**config.mk**
```make
export PLATFORM = sky130hd
export DESIGN_NAME = waveform_generator_with_noise
export DESIGN_NICKNAME = d
export VERILOG_FILES = /design/src/sv/wgn_pkg.sv /design/src/sv/wgn_ram.sv /design/src/sv/wgn_state.sv /design/src/sv/wgn_mix.sv /design/src/sv/waveform_generator_with_noise.sv
export VERILOG_INCLUDE_DIRS = /design/src /design/src/sv
export SDC_FILE = /design/constraint.sdc
export NUM_CORES = 1
export LEC_CHECK = 0
export BUFFER_PORTS_ARGS = -buffer_cell sky130_fd_sc_hd__buf_2
export CORE_MARGIN = 1.5
export CORE_UTILIZATION = 45
export DETAILED_ROUTE_END_ITERATION = 7
export PLACE_DENSITY = 0.68
export SLEW_MARGIN = 20
export SYNTH_ARGS = -nofsm -noshare
export SYNTH_HDL_FRONTEND = slang
export SYNTH_SLANG_ARGS = --single-unit
```
**constraint.sdc**
```tcl
create_clock -name clk_i -period 20.3 [get_ports clk_i]
set_input_delay 0 -clock clk_i [delete_from_list [all_inputs] [get_ports clk_i]]
set_output_delay 0 -clock clk_i [all_outputs]
set_load 0.05 [all_outputs]
```
**src/sv/waveform_generator_with_noise_defines.svh**
```systemverilog
// Assertion macros for the waveform generator RTL.
// Used by modules that have clk_i and rst_ni in scope.
`ifndef WAVEFORM_GENERATOR_WITH_NOISE_DEFINES_SVH
`define WAVEFORM_GENERATOR_WITH_NOISE_DEFINES_SVH

// Same-cycle implication, disabled in reset.
`define WGN_ASSERT_IMP(name, ante, cons, msg) \
  name: assert property (@(posedge clk_i) disable iff (!rst_ni) (ante) |-> (cons)) \
    else $error(msg);

// Next-cycle implication, disabled in reset.
`define WGN_ASSERT_NXT(name, ante, cons, msg) \
  name: assert property (@(posedge clk_i) disable iff (!rst_ni) (ante) |=> (cons)) \
    else $error(msg);

`endif

```
**src/sv/wgn_pkg.sv**
```systemverilog
// Shared types, codes, constants and the quarter-wave sine table.
// No dependencies; imported by all waveform generator modules but wgn_ram.
`default_nettype none

package wgn_pkg;

  localparam int unsigned MODE_W   = 2;
  localparam int unsigned NUM_MODES = 4;
  localparam int unsigned CFG_IDX_W = 2;
  localparam int unsigned CFG_W    = 7;
  localparam int unsigned AMP_W    = 7;
  localparam int unsigned PCT_W    = 7;
  localparam int unsigned DRAW_W   = 16;
  localparam int unsigned SAMPLE_W = 8;
  localparam int unsigned BASE_W   = 8;
  localparam int unsigned MAG_W    = 16;
  localparam int unsigned PROD_W   = 13;
  localparam int unsigned BOUND_W  = 7;
  localparam int unsigned NOISE_W  = 7;
  localparam int unsigned DEG_W    = 9;
  localparam int unsigned ROM_IDX_W = 7;
  localparam int unsigned SINE_FRAC = 15;

  localparam logic [MODE_W-1:0] MODE_CONST  = 2'd0;
  localparam logic [MODE_W-1:0] MODE_SINE   = 2'd1;
  localparam logic [MODE_W-1:0] MODE_SQUARE = 2'd2;
  localparam logic [MODE_W-1:0] MODE_RAMP   = 2'd3;

  localparam logic [CFG_IDX_W-1:0] CFG_MODE      = 2'd0;
  localparam logic [CFG_IDX_W-1:0] CFG_AMPLITUDE = 2'd1;
  localparam logic [CFG_IDX_W-1:0] CFG_NOISE_PCT = 2'd2;

  localparam logic [PCT_W-1:0] PCT_RESET = 7'd50;

  localparam logic [DEG_W-1:0] DEG_QTR   = 9'd90;
  localparam logic [DEG_W-1:0] DEG_HALF  = 9'd180;
  localparam logic [DEG_W-1:0] DEG_3QTR  = 9'd270;
  localparam logic [DEG_W-1:0] DEG_FULL  = 9'd360;
  localparam logic [DEG_W-1:0] DEG_LAST  = 9'd359;

  // floor(x / 100) = (x * 5243) >> 19 for x < 8192
  localparam logic [PROD_W-1:0] RECIP_100   = 13'd5243;
  localparam int unsigned       RECIP_SHIFT = 19;

  localparam logic [ROM_IDX_W-1:0] ROM_LAST = 7'd90;

  localparam logic [MAG_W-1:0] SINE_ROM [0:90] = '{
    16'd0,     16'd572,   16'd1144,  16'd1715,  16'd2286,  16'd2856,  16'd3425,
    16'd3993,  16'd4560,  16'd5126,  16'd5690,  16'd6252,  16'd6813,  16'd7371,
    16'd7927,  16'd8481,  16'd9032,  16'd9580,  16'd10126, 16'd10668, 16'd11207,
    16'd11743, 16'd12275, 16'd12803, 16'd13328, 16'd13848, 16'd14365, 16'd14876,
    16'd15384, 16'd15886, 16'd16384, 16'd16877, 16'd17364, 16'd17847, 16'd18324,
    16'd18795, 16'd19261, 16'd19720, 16'd20174, 16'd20622, 16'd21063, 16'd21498,
    16'd21926, 16'd22348, 16'd22763, 16'd23170, 16'd23571, 16'd23965, 16'd24351,
    16'd24730, 16'd25102, 16'd25466, 16'd25822, 16'd26170, 16'd26510, 16'd26842,
    16'd27166, 16'd27482, 16'd27789, 16'd28088, 16'd28378, 16'd28660, 16'd28932,
    16'd29197, 16'd29452, 16'd29698, 16'd29935, 16'd30163, 16'd30382, 16'd30592,
    16'd30792, 16'd30983, 16'd31164, 16'd31336, 16'd31499, 16'd31651, 16'd31795,
    16'd31928, 16'd32052, 16'd32166, 16'd32270, 16'd32365, 16'd32449, 16'd32524,
    16'd32588, 16'd32643, 16'd32688, 16'd32723, 16'd32748, 16'd32763, 16'd32768
  };

  typedef struct packed {
    logic                     sel_sine;
    logic                     neg;
    logic [MAG_W-1:0]         mag;
    logic signed [BASE_W-1:0] base;
  } wave_t;

  typedef struct packed {
    logic [DRAW_W-1:0] draw;
    logic              add;
    logic [PROD_W-1:0] prod;
  } noise_a_t;

  typedef struct packed {
    logic [DRAW_W-1:0]  draw;
    logic               add;
    logic [BOUND_W-1:0] bound;
  } noise_b_t;

  function automatic logic [AMP_W-1:0] amp_mag(input logic signed [AMP_W-1:0] a);
    logic signed [AMP_W-1:0] n;
    n = -a;
    return a[AMP_W-1] ? n : a;
  endfunction

  function automatic logic [MAG_W-1:0] sine_q15(input logic [ROM_IDX_W-1:0] idx);
    logic [MAG_W-1:0] m;
    m = '0;
    if (idx <= ROM_LAST) begin
      m = SINE_ROM[idx];
    end
    return m;
  endfunction

endpackage

`default_nettype wire

```
**src/sv/wgn_ram.sv**
```systemverilog
// Generic single-write, single-read RAM with registered read data.
// No dependencies.
`default_nettype none

module wgn_ram #(
  parameter int unsigned DATA_W = 8,
  parameter int unsigned DEPTH  = 4,
  localparam int unsigned AW    = (DEPTH > 1) ? $clog2(DEPTH) : 1
) (
  input  logic              clk_i,
  input  logic              wr_en_i,
  input  logic [AW-1:0]     wr_addr_i,
  input  logic [DATA_W-1:0] wr_data_i,
  input  logic              rd_en_i,
  input  logic [AW-1:0]     rd_addr_i,
  output logic [DATA_W-1:0] rd_data_o
);

  logic [DATA_W-1:0] mem_q [DEPTH];
  logic [DATA_W-1:0] rd_data_q;

  always_ff @(posedge clk_i) begin
    if (wr_en_i) begin
      mem_q[wr_addr_i] <= wr_data_i;
    end
    if (rd_en_i) begin
      rd_data_q <= mem_q[rd_addr_i];
    end
  end

  assign rd_data_o = rd_data_q;

endmodule

`default_nettype wire

```
**src/sv/wgn_state.sv**
```systemverilog
// Per-mode counter state: RAM read-modify-write with write forwarding.
// Depends on wgn_pkg and wgn_ram; produces the base wave term.
`default_nettype none
`include "waveform_generator_with_noise_defines.svh"

module wgn_state import wgn_pkg::*; #(
  parameter int unsigned PHASE_MAX   = 360,
  parameter int unsigned SQUARE_HALF = 10
) (
  input  logic                    clk_i,
  input  logic                    rst_ni,
  input  logic                    adv_i,
  input  logic                    rd_en_i,
  input  logic [MODE_W-1:0]       rd_mode_i,
  input  logic                    a_valid_i,
  input  logic signed [AMP_W-1:0] amp_i,
  output wave_t                   wave_o
);

  localparam int unsigned PW      = $clog2(PHASE_MAX + 2);
  localparam int unsigned SW      = $clog2(2 * SQUARE_HALF + 1);
  localparam int unsigned SINE_EW = PW + DEG_W;
  localparam int unsigned EW0     = (SINE_EW > SW) ? SINE_EW : SW;
  localparam int unsigned EW      = (EW0 > BASE_W) ? EW0 : BASE_W;

  logic [MODE_W-1:0]        mode_a_q;
  logic [NUM_MODES-1:0]     ent_valid_q;
  logic                     byp_valid_q;
  logic [MODE_W-1:0]        byp_addr_q;
  logic [EW-1:0]            byp_data_q;
  logic [EW-1:0]            rd_data;
  logic [EW-1:0]            old_ent;
  logic [EW-1:0]            new_ent;
  logic                     wr_en;
  logic                     wrap;
  logic [PW-1:0]            phase_old;
  logic [PW-1:0]            phase_cur;
  logic [PW-1:0]            phase_nxt;
  logic [DEG_W-1:0]         deg_old;
  logic [DEG_W-1:0]         deg_cur;
  logic [DEG_W-1:0]         deg_nxt;
  logic [DEG_W-1:0]         deg_idx;
  logic                     quad_neg;
  logic [SW-1:0]            sq_nxt;
  logic signed [BASE_W-1:0] amp_ext;
  logic signed [BASE_W-1:0] amag_ext;
  logic signed [BASE_W-1:0] ramp_old;
  logic signed [BASE_W-1:0] ramp_cur;
  logic signed [BASE_W-1:0] ramp_nxt;
  wave_t                    wave_d;
  wave_t                    wave_q;

  assign wr_en = a_valid_i && adv_i && (mode_a_q != MODE_CONST);

  wgn_ram #(
    .DATA_W(EW),
    .DEPTH (NUM_MODES)
  ) u_ram (
    .clk_i    (clk_i),
    .wr_en_i  (wr_en),
    .wr_addr_i(mode_a_q),
    .wr_data_i(new_ent),
    .rd_en_i  (rd_en_i),
    .rd_addr_i(rd_mode_i),
    .rd_data_o(rd_data)
  );

  always_comb begin
    if (byp_valid_q && (byp_addr_q == mode_a_q)) begin
      old_ent = byp_data_q;
    end else if (ent_valid_q[mode_a_q]) begin
      old_ent = rd_data;
    end else begin
      old_ent = '0;
    end
  end

  assign amp_ext  = BASE_W'(amp_i);
  assign amag_ext = signed'({1'b0, amp_mag(amp_i)});

  always_comb begin
    phase_old = old_ent[PW-1:0];
    deg_old   = old_ent[SINE_EW-1:PW];
    wrap      = phase_old > PW'(PHASE_MAX);
    phase_cur = wrap ? '0 : phase_old;
    deg_cur   = wrap ? '0 : deg_old;
    phase_nxt = phase_cur + 1'b1;
    deg_nxt   = (deg_cur == DEG_LAST) ? '0 : deg_cur + 1'b1;

    if (deg_cur <= DEG_QTR) begin
      deg_idx  = deg_cur;
      quad_neg = 1'b0;
    end else if (deg_cur <= DEG_HALF) begin
      deg_idx  = DEG_HALF - deg_cur;
      quad_neg = 1'b0;
    end else if (deg_cur <= DEG_3QTR) begin
      deg_idx  = deg_cur - DEG_HALF;
      quad_neg = 1'b1;
    end else begin
      deg_idx  = DEG_FULL - deg_cur;
      quad_neg = 1'b1;
    end

    sq_nxt   = old_ent[SW-1:0] + 1'b1;
    ramp_old = signed'(old_ent[BASE_W-1:0]);
    ramp_cur = (ramp_old < -amag_ext) ? amag_ext : ramp_old;
    ramp_nxt = ramp_cur - 8'sd1;

    new_ent         = '0;
    wave_d.sel_sine = 1'b0;
    wave_d.neg      = quad_neg ^ amp_i[AMP_W-1];
    wave_d.mag      = sine_q15(deg_idx[ROM_IDX_W-1:0]);
    wave_d.base     = amp_ext;

    unique case (mode_a_q)
      MODE_CONST: begin
        wave_d.base = amp_ext;
      end
      MODE_SINE: begin
        new_ent[PW-1:0]      = phase_nxt;
        new_ent[SINE_EW-1:PW] = deg_nxt;
        wave_d.sel_sine      = 1'b1;
      end
      MODE_SQUARE: begin
        if (sq_nxt < SW'(SQUARE_HALF)) begin
          wave_d.base     = amp_ext;
          new_ent[SW-1:0] = sq_nxt;
        end else if (sq_nxt < SW'(2 * SQUARE_HALF)) begin
          wave_d.base     = -amp_ext;
          new_ent[SW-1:0] = sq_nxt;
        end else begin
          wave_d.base     = '0;
          new_ent[SW-1:0] = '0;
        end
      end
      MODE_RAMP: begin
        wave_d.base         = ramp_cur;
        new_ent[BASE_W-1:0] = ramp_nxt;
      end
    endcase
  end

  always_ff @(posedge clk_i or negedge rst_ni) begin
    if (!rst_ni) begin
      ent_valid_q <= '0;
      byp_valid_q <= 1'b0;
    end else if (wr_en) begin
      ent_valid_q[mode_a_q] <= 1'b1;
      byp_valid_q           <= 1'b1;
    end
  end

  always_ff @(posedge clk_i) begin
    if (rd_en_i) begin
      mode_a_q <= rd_mode_i;
    end
    if (wr_en) begin
      byp_addr_q <= mode_a_q;
      byp_data_q <= new_ent;
    end
    if (adv_i) begin
      wave_q <= wave_d;
    end
  end

  assign wave_o = wave_q;

  `WGN_ASSERT_IMP(a_deg_range, (wr_en && (mode_a_q == MODE_SINE)), (deg_nxt < DEG_FULL), "sine degree out of range")
  `WGN_ASSERT_IMP(a_square_range, (wr_en && (mode_a_q == MODE_SQUARE)), (new_ent[SW-1:0] < SW'(2 * SQUARE_HALF)), "square count out of range")
  `WGN_ASSERT_IMP(a_ramp_floor, (wr_en && (mode_a_q == MODE_RAMP)), (ramp_nxt >= -amag_ext - 8'sd1), "ramp below reload floor")

endmodule

`default_nettype wire

```
**src/sv/wgn_mix.sv**
```systemverilog
// Sine scaling, noise bound, noise term and saturating sum.
// Depends on wgn_pkg.
`default_nettype none

module wgn_mix import wgn_pkg::*; (
  input  logic                       clk_i,
  input  logic                       adv_i,
  input  noise_a_t                   noise_i,
  input  wave_t                      wave_i,
  input  logic signed [AMP_W-1:0]    amp_i,
  output logic signed [SAMPLE_W-1:0] sample_o
);

  localparam int unsigned BPROD_W = 2 * PROD_W;
  localparam int unsigned SPROD_W = AMP_W + MAG_W;
  localparam int unsigned NPROD_W = DRAW_W + BOUND_W;
  localparam int unsigned SUM_W   = BASE_W + 2;

  logic [BPROD_W-1:0]        bprod;
  noise_b_t                  noise_d;
  noise_b_t                  noise_q;
  logic [SPROD_W-1:0]        sprod;
  logic [BASE_W-1:0]         sine_mag;
  logic signed [BASE_W-1:0]  base;
  logic [BOUND_W-1:0]        bound_p1;
  logic [NPROD_W-1:0]        nprod;
  logic [NOISE_W-1:0]        noise;
  logic signed [SUM_W-1:0]   noise_ext;
  logic signed [SUM_W-1:0]   sum;

  always_comb begin
    bprod         = BPROD_W'(noise_i.prod) * BPROD_W'(RECIP_100);
    noise_d.draw  = noise_i.draw;
    noise_d.add   = noise_i.add;
    noise_d.bound = bprod[RECIP_SHIFT +: BOUND_W];
  end

  always_ff @(posedge clk_i) begin
    if (adv_i) begin
      noise_q <= noise_d;
    end
  end

  always_comb begin
    sprod    = SPROD_W'(amp_mag(amp_i)) * SPROD_W'(wave_i.mag);
    sine_mag = sprod[SINE_FRAC +: BASE_W];
    if (wave_i.sel_sine) begin
      base = wave_i.neg ? -signed'(sine_mag) : signed'(sine_mag);
    end else begin
      base = wave_i.base;
    end

    bound_p1  = noise_q.bound + 1'b1;
    nprod     = NPROD_W'(noise_q.draw) * NPROD_W'(bound_p1);
    noise     = nprod[DRAW_W +: NOISE_W];
    noise_ext = SUM_W'(signed'({1'b0, noise}));
    sum       = noise_q.add ? SUM_W'(base) + noise_ext : SUM_W'(base) - noise_ext;

    if (sum[SUM_W-1:SAMPLE_W-1] == '0 || sum[SUM_W-1:SAMPLE_W-1] == '1) begin
      sample_o = sum[SAMPLE_W-1:0];
    end else begin
      sample_o = sum[SUM_W-1] ? {1'b1, {(SAMPLE_W-1){1'b0}}} : {1'b0, {(SAMPLE_W-1){1'b1}}};
    end
  end

endmodule

`default_nettype wire

```
**src/sv/waveform_generator_with_noise.sv**
```systemverilog
// Pipeline: 3 register stages (A, B, out) from an input transfer to its sample on the output.
// Throughput: one sample per cycle while the output is not stalled; the per-mode counter RAM
// is read at transfer and written back as the item leaves stage A, with the last write forwarded.
// Reset: config goes to mode constant, amplitude 0, noise 50 percent; all
// counters read as zero through per-entry valid bits, no clearing pass.
`default_nettype none
`include "waveform_generator_with_noise_defines.svh"

module waveform_generator_with_noise import wgn_pkg::*; #(
  parameter int unsigned PHASE_MAX   = 360,
  parameter int unsigned SQUARE_HALF = 10
) (
  input  logic                       clk_i,
  input  logic                       rst_ni,
  input  logic                       in_valid_i,
  output logic                       in_stall_o,
  input  logic [DRAW_W-1:0]          noise_draw_i,
  input  logic                       sign_draw_i,
  output logic                       out_valid_o,
  input  logic                       out_stall_i,
  output logic signed [SAMPLE_W-1:0] sample_o,
  input  logic                       cfg_valid_i,
  output logic                       cfg_ready_o,
  input  logic [CFG_IDX_W-1:0]       cfg_index_i,
  input  logic [CFG_W-1:0]           cfg_data_i
);

  logic [MODE_W-1:0]          mode_q;
  logic signed [AMP_W-1:0]    amp_q;
  logic [PCT_W-1:0]           pct_q;
  logic                       adv;
  logic                       accept;
  logic                       a_valid_q;
  logic                       b_valid_q;
  logic                       out_valid_q;
  noise_a_t                   noise_a_d;
  noise_a_t                   noise_a_q;
  wave_t                      wave_b;
  logic signed [SAMPLE_W-1:0] sample_b;
  logic signed [SAMPLE_W-1:0] out_sample_q;

  assign adv         = !out_valid_q || !out_stall_i;
  assign accept      = in_valid_i && adv;
  assign in_stall_o  = !adv;
  assign cfg_ready_o = 1'b1;

  always_ff @(posedge clk_i or negedge rst_ni) begin
    if (!rst_ni) begin
      mode_q <= MODE_CONST;
      amp_q  <= '0;
      pct_q  <= PCT_RESET;
    end else if (cfg_valid_i) begin
      unique case (cfg_index_i)
        CFG_MODE:      mode_q <= cfg_data_i[MODE_W-1:0];
        CFG_AMPLITUDE: amp_q  <= signed'(cfg_data_i[AMP_W-1:0]);
        CFG_NOISE_PCT: pct_q  <= cfg_data_i[PCT_W-1:0];
        default: begin
        end
      endcase
    end
  end

  always_ff @(posedge clk_i or negedge rst_ni) begin
    if (!rst_ni) begin
      a_valid_q   <= 1'b0;
      b_valid_q   <= 1'b0;
      out_valid_q <= 1'b0;
    end else if (adv) begin
      a_valid_q   <= accept;
      b_valid_q   <= a_valid_q;
      out_valid_q <= b_valid_q;
    end
  end

  always_comb begin
    noise_a_d.draw = noise_draw_i;
    noise_a_d.add  = sign_draw_i;
    noise_a_d.prod = PROD_W'(amp_mag(amp_q)) * PROD_W'(pct_q);
  end

  always_ff @(posedge clk_i) begin
    if (adv) begin
      noise_a_q    <= noise_a_d;
      out_sample_q <= sample_b;
    end
  end

  wgn_state #(
    .PHASE_MAX  (PHASE_MAX),
    .SQUARE_HALF(SQUARE_HALF)
  ) u_state (
    .clk_i    (clk_i),
    .rst_ni   (rst_ni),
    .adv_i    (adv),
    .rd_en_i  (accept),
    .rd_mode_i(mode_q),
    .a_valid_i(a_valid_q),
    .amp_i    (amp_q),
    .wave_o   (wave_b)
  );

  wgn_mix u_mix (
    .clk_i   (clk_i),
    .adv_i   (adv),
    .noise_i (noise_a_q),
    .wave_i  (wave_b),
    .amp_i   (amp_q),
    .sample_o(sample_b)
  );

  assign out_valid_o = out_valid_q;
  assign sample_o    = out_sample_q;

  `WGN_ASSERT_NXT(a_accept_fill, accept, a_valid_q, "accepted transfer lost at stage A")
  `WGN_ASSERT_NXT(a_stage_b, (a_valid_q && adv), b_valid_q, "stage A item lost")
  `WGN_ASSERT_NXT(a_stage_out, (b_valid_q && adv), out_valid_q, "stage B item lost")

endmodule

`default_nettype wire

```
==> results of run 1 <==
[state kept, by name, summed over array words and instances (netlist names)]
| signal | count |
|---|---|
| amp_q | 7 |
| u_state.wave_o | 26 |
| u_state.ent_valid_q | 4 |
| u_state.byp_addr_q | 2 |
| out_valid_o | 1 |
| noise_a_q | 30 |
| pct_q | 7 |
| a_valid_q | 1 |
| u_state.byp_valid_q | 1 |
| u_state.mode_a_q | 2 |
| sample_o | 8 |
| u_state.byp_data_q | 18 |
| b_valid_q | 1 |
| mode_q | 2 |
| u_state.u_ram.mem_q | 72 |
| u_state.u_ram.rd_data_o | 18 |
| u_mix.noise_q | 24 |
[area by class of cell]
| cell class | count | area (um^2) |
|---|---|---|
| clock buffer | 33 | 728 |
| multi-input combinational | 1714 | 15500 |
| tap | 688 | 861 |
| fill | 4784 | 26400 |
| timing repair buffer | 96 | 697 |
| sequential | 224 | 6610 |
| antenna | 1 | 2.50 |
| inverter | 375 | 1410 |
| clock inverter | 17 | 195 |
[routing by layer]
layer | GRT usage, % | vias to the layer above | share of wire (%)
met2 | 38.2 | 510 | 50
li1 | - | 8206 | -
met5 | 0 | - | 0
met4 | 6.65 | 0 | 2.8
met1 | 27.7 | 8766 | 43
met3 | 2.43 | 117 | 4.6
[critical path: cells and delay by family, from the launching register on]
kind	cells	cell delay, ns
adders and majority gates	8	3.47
muxes	1	0.24
xor gates and xnor gates	4	0.74
and+or+nand+nor	6	1.69
DFF	1	0.62
AOI/OAI and AO/OA	8	2.04
buffers and inverters	5	0.31
[stage by stage]
step,util (%),setup WS (ns),instance area [um^2],instances,hold WS [ns]
finish,49.6,10.93,26000,3148,0.145
global route,49.6,10.16,26000,3148,0.146
CTS,49.5,10.72,25900,3147,0.120
detailed placement,47.2,10.74,24700,3066,0.0422
global placement,47.2,11.17,24700,3066,0.0271
floorplan,-,11.66,23800,2403,-0.296
[synth_stat cells, types with 19 or more instances]
cell type | n | share of area [%]
o21ai_0 | 61 | 1.3
nand2b_1 | 19 | 0.50
o211ai_1 | 25 | 0.79
xor2_1 | 29 | 1.1
clkbuf_1 | 56 | 0.89
nor3_1 | 29 | 0.61
nor2_1 | 121 | 1.9
a31oi_1 | 21 | 0.55
nand4_1 | 19 | 0.50
nand2_1 | 227 | 3.6
fa_1 | 217 | 18
mux4_2 | 19 | 1.8
xnor2_1 | 65 | 2.4
a21oi_1 | 96 | 2.0
mux2i_1 | 20 | 0.84
buf_2 | 23 | 0.48
mux2_2 | 21 | 1.0
nor2b_1 | 23 | 0.61
a21o_1 | 24 | 0.76
ha_1 | 244 | 13
and2_1 | 118 | 3.1
dfrtp_1 | 21 | 2.2
inv_1 | 371 | 5.9
nand3_1 | 48 | 1.0
edfxtp_1 | 200 | 25
[cells by family after synthesis]
| kind of cell | after synthesis | synth area share, % |
|---|---|---|
| AND/OR/NAND/NOR | 663 | 13.6 |
| adder cells (fa/ha/maj) | 469 | 31.5 |
| buffers and inverters | 465 | 7.68 |
| AO/OA/AOI/OAI | 401 | 11.7 |
| flip-flops | 224 | 27.8 |
| XOR/XNOR | 101 | 3.95 |
| multiplexers | 61 | 3.70 |
| other | 2 | 0.0316 |
[worst min path at each step]
stage	end	slack [ns]	cells after the start
floorplan	a_valid_q	-0.30	0
global placement	u_state.byp_valid_q	0.03	1
detailed placement	u_state.byp_valid_q	0.04	1
CTS	noise_a_q[29]	0.12	2
global route	noise_a_q[16]	0.15	2
finish	u_state.u_ram.rd_data_o[1]	0.14	2
==> flow_summary.json, run 1 <==
{
  "status": "completed",
  "final_cell_mix": "inv_1 (371), ha_1 (244), nand2_1 (225)",
  "initial_core_util_pct": 45.4,
  "crit_top_cell": "inv_1",
  "place_hpwl_um": 42700,
  "rsz0062_at_grt": "no",
  "ys.flop_type": "edfxtp_1",
  "max_freq_ghz": 0.107,
  "num_rows": 84,
  "netlist_area_um2": 23800,
  "grt_pass1_vias": 18300,
  "cts-root-buf": "clkbuf_16",
  "cts_setup_buffers": 0,
  "clk_latency_ns": 0.57,
  "skew_ns": 0.0183,
  "vias": 17600,
  "post_drt_wl_per_cell_um": 18.2,
  "cap_violations": 0,
  "period_share_pct": 46.1,
  "max_stage_delay_ns": 0.68,
  "clkTransAtPathRegs_ns": 0.07,
  "post_cts_resized": 0,
  "synth_seq_cells": 224,
  "clock-sinks": 224,
  "crit_end": "sample_o[1]",
  "required_ns": 20.62,
  "hold_path_startpoint": "in_valid_i",
  "cts_inserted_buffers": 27,
  "nNetsFinal": 2930,
  "grt_use_total_pct": 21.6,
  "synthToLayoutAreaGrowth_pct": 9.27,
  "crit_path_max_fanout": 18,
  "die_area_um2": 54200,
  "gp_congestion": 0.947,
  "die_x_um": 233,
  "end_kind": "register",
  "ant_nets": 0,
  "async_flop_share_pct": 10.7,
  "htree_levels": 1,
  "cts_tree": "yes",
  "cts.path.max_buffers": 3,
  "grt_max_degree": 84,
  "slew_viol_final": 0,
  "maxSlewHeadroom_pct": 38.4,
  "syn_inst": 2386,
  "rr_endpoint": "sample_o[1]",
  "slowest_stage": "or4b_2",
  "core_um2": 52300,
  "holdBufCountCts": 31,
  "ff2ff_setup_slack_ns": 10.93,
  "synth_warnings": 0,
  "worst-setup-path-type": "register to register",
  "yosysSeqAreaShare_pct": 27.8,
  "overflow": 0,
  "port_buffers": 40,
  "viasPerCell": 5.59,
  "antenna_found_initial": 1,
  "drc": 0,
  "hold_path_class": "input port to register",
  "tightest_slew_ns": 0.921,
  "drive_gt1_share_pct": 8.46,
  "synth.avg_cell_area_um2": 9.95,
  "synth.distinct_cells": 96,
  "cp-startpoint": "u_mix.noise_q[0]",
  "period_minus_slack_ns": 9.37,
  "arrival_ns": 9.69,
  "setup_tns_ns": 0,
  "synth_edf_count": 200,
  "wl_um": 57200,
  "mostFrequentLayoutCell": "inv_1",
  "first_pass_iters": 5,
  "finalSetupViolCount": 0,
  "die_y_um": 233,
  "critPathLaunchType": "register",
  "timing.rr.start": "u_mix.noise_q[0]",
  "grt_first_pass_wirelength_um": 94200,
  "drtIter0Drc": 1196,
  "hold_violations": 0,
  "ioPinCount": 42,
  "r2r_cells": 32
}
Power of run 1 is left out: the tool's default activity adds up to more than one toggle a clock period on the data nets, which glitch-free logic cannot reach.
==> run 2, diff against run 1 <==
- clock period: 20.3 -> 9.1 ns (I/O delays scaled with it)
==> flow_summary.json, run 2 (same netlist as run 1, synthesis figures left out) <==
{
  "design_area_um2": 26100,
  "overflow": 0,
  "grt_pass1_vias": 18200,
  "tightest_slew_ns": 1.01,
  "regMostFlops": "u_state.u_ram.mem_q",
  "max_freq_ghz": 0.117,
  "skew_ns": 0.0185,
  "clock-sinks": 224,
  "crit_top_cell": "fa_1",
  "critPathLaunchType": "register",
  "viasPerCell": 5.58,
  "dpl_cell_area_um2": 24800,
  "num_rows": 84,
  "vias": 17700,
  "rsz0062_at_grt": "no",
  "initial_core_util_pct": 45.4,
  "crit_path_max_fanout": 8,
  "port_buffers": 40,
  "antenna_found_initial": 0,
  "grt_use_total_pct": 21.2,
  "hold_path_class": "input port to register",
  "clk_latency_ns": 0.57,
  "die_x_um": 233,
  "htree_levels": 1,
  "setup_tns_ns": 0,
  "worst-path-buf-inv": 2,
  "post_drt_wl_per_cell_um": 17.9,
  "slowest_stage": "fa_1",
  "clkTransAtPathRegs_ns": 0.06,
  "drive_gt1_share_pct": 9.50,
  "path_delay_family": "adder cells",
  "place_hpwl_um": 42400,
  "ant_nets": 0,
  "cts-root-buf": "clkbuf_16",
  "hold_violations": 0,
  "period_minus_slack_ns": 8.57,
  "wl_um": 56600,
  "cap_violations": 0,
  "cts_tree": "yes",
  "cts.path.max_buffers": 3,
  "drc": 0,
  "worst-setup-path-type": "register to register",
  "die_area_um2": 54200,
  "slew_viol_final": 0,
  "cts_inserted_buffers": 26,
  "synthToLayoutAreaGrowth_pct": 9.94,
  "mostFrequentLayoutCell": "inv_1",
  "final_cell_mix": "inv_1 (371), ha_1 (243), nand2_1 (223)",
  "whs_ns": 0.133,
  "max_stage_delay_ns": 0.55,
  "drtIter0Drc": 1421,
  "first_pass_iters": 7,
  "arrival_ns": 8.87,
  "end_kind": "register",
  "grt_first_pass_wirelength_um": 93100,
  "grt_max_degree": 83,
  "gp_congestion": 0.917,
  "maxSlewHeadroom_pct": 32.2,
  "largest_register_ffs": 72,
  "required_ns": 9.40,
  "core_um2": 52300,
  "period_share_pct": 94.1,
  "nNetsFinal": 2947,
  "finalSetupViolCount": 0,
  "die_y_um": 233,
  "status": "completed",
  "antenna_cells": 0,
  "ioPinCount": 42
}
## run 2: repair_timing
item / 4_1_cts / 5_1_grt
gates resized for setup: 0 / 20
endpoints found under the hold margin: 66 / 0
hold buffers: 31 / 0
buffers inserted: 0 / 9
endpoints found under the setup margin: 0 / 8
## run 2: final cells by class
class	instances	area, um^2
clock buffer	31	709
fill	4701	26200
clock inverter	16	150
tap	688	861
sequential	224	6610
inverter	375	1410
timing repair buffer	114	841
multi-input combinational	1714	15500
## run 2: stage by stage
stage,util [%],worst slack [ns],cells
after floorplan,-,0.459,2403
after global routing,49.9,0.0483,3162
final,49.9,0.535,3162
after CTS,49.5,0.161,3153
after global placement,47.3,0.410,3075
after detailed placement,47.3,0.184,3075
## run 2: layer usage
metal | vias up | wire length [um] | GRT usage (%)
met4 | 0 | 1800 | 7.04
met3 | 114 | 2410 | 2.16
met2 | 505 | 27900 | 36.8
li1 | 8239 | - | -
met1 | 8798 | 24500 | 27.8
met5 | - | 0 | 0
## run 2: final timing paths
| check | startpoint | to | slack (ns) | cells past startpoint |
|---|---|---|---|---|
| worst max-delay path | amp_q[2] | sample_o[1] | 0.53 | 34 |
| worst min-delay path | in_valid_i | u_state.u_ram.rd_data_o[8] | 0.13 | 2 |
| worst max register to register | amp_q[2] | sample_o[1] | 0.53 | 34 |
| worst min register to register | u_state.ent_valid_q[0] | u_state.ent_valid_q[0] | 0.38 | 0 |
| max in group asynchronous | rst_ni | amp_q[2] | 7.07 | 4 |
| min in group asynchronous | rst_ni | amp_q[1] | 0.39 | 3 |
Power of run 2 is left out for the same reason.
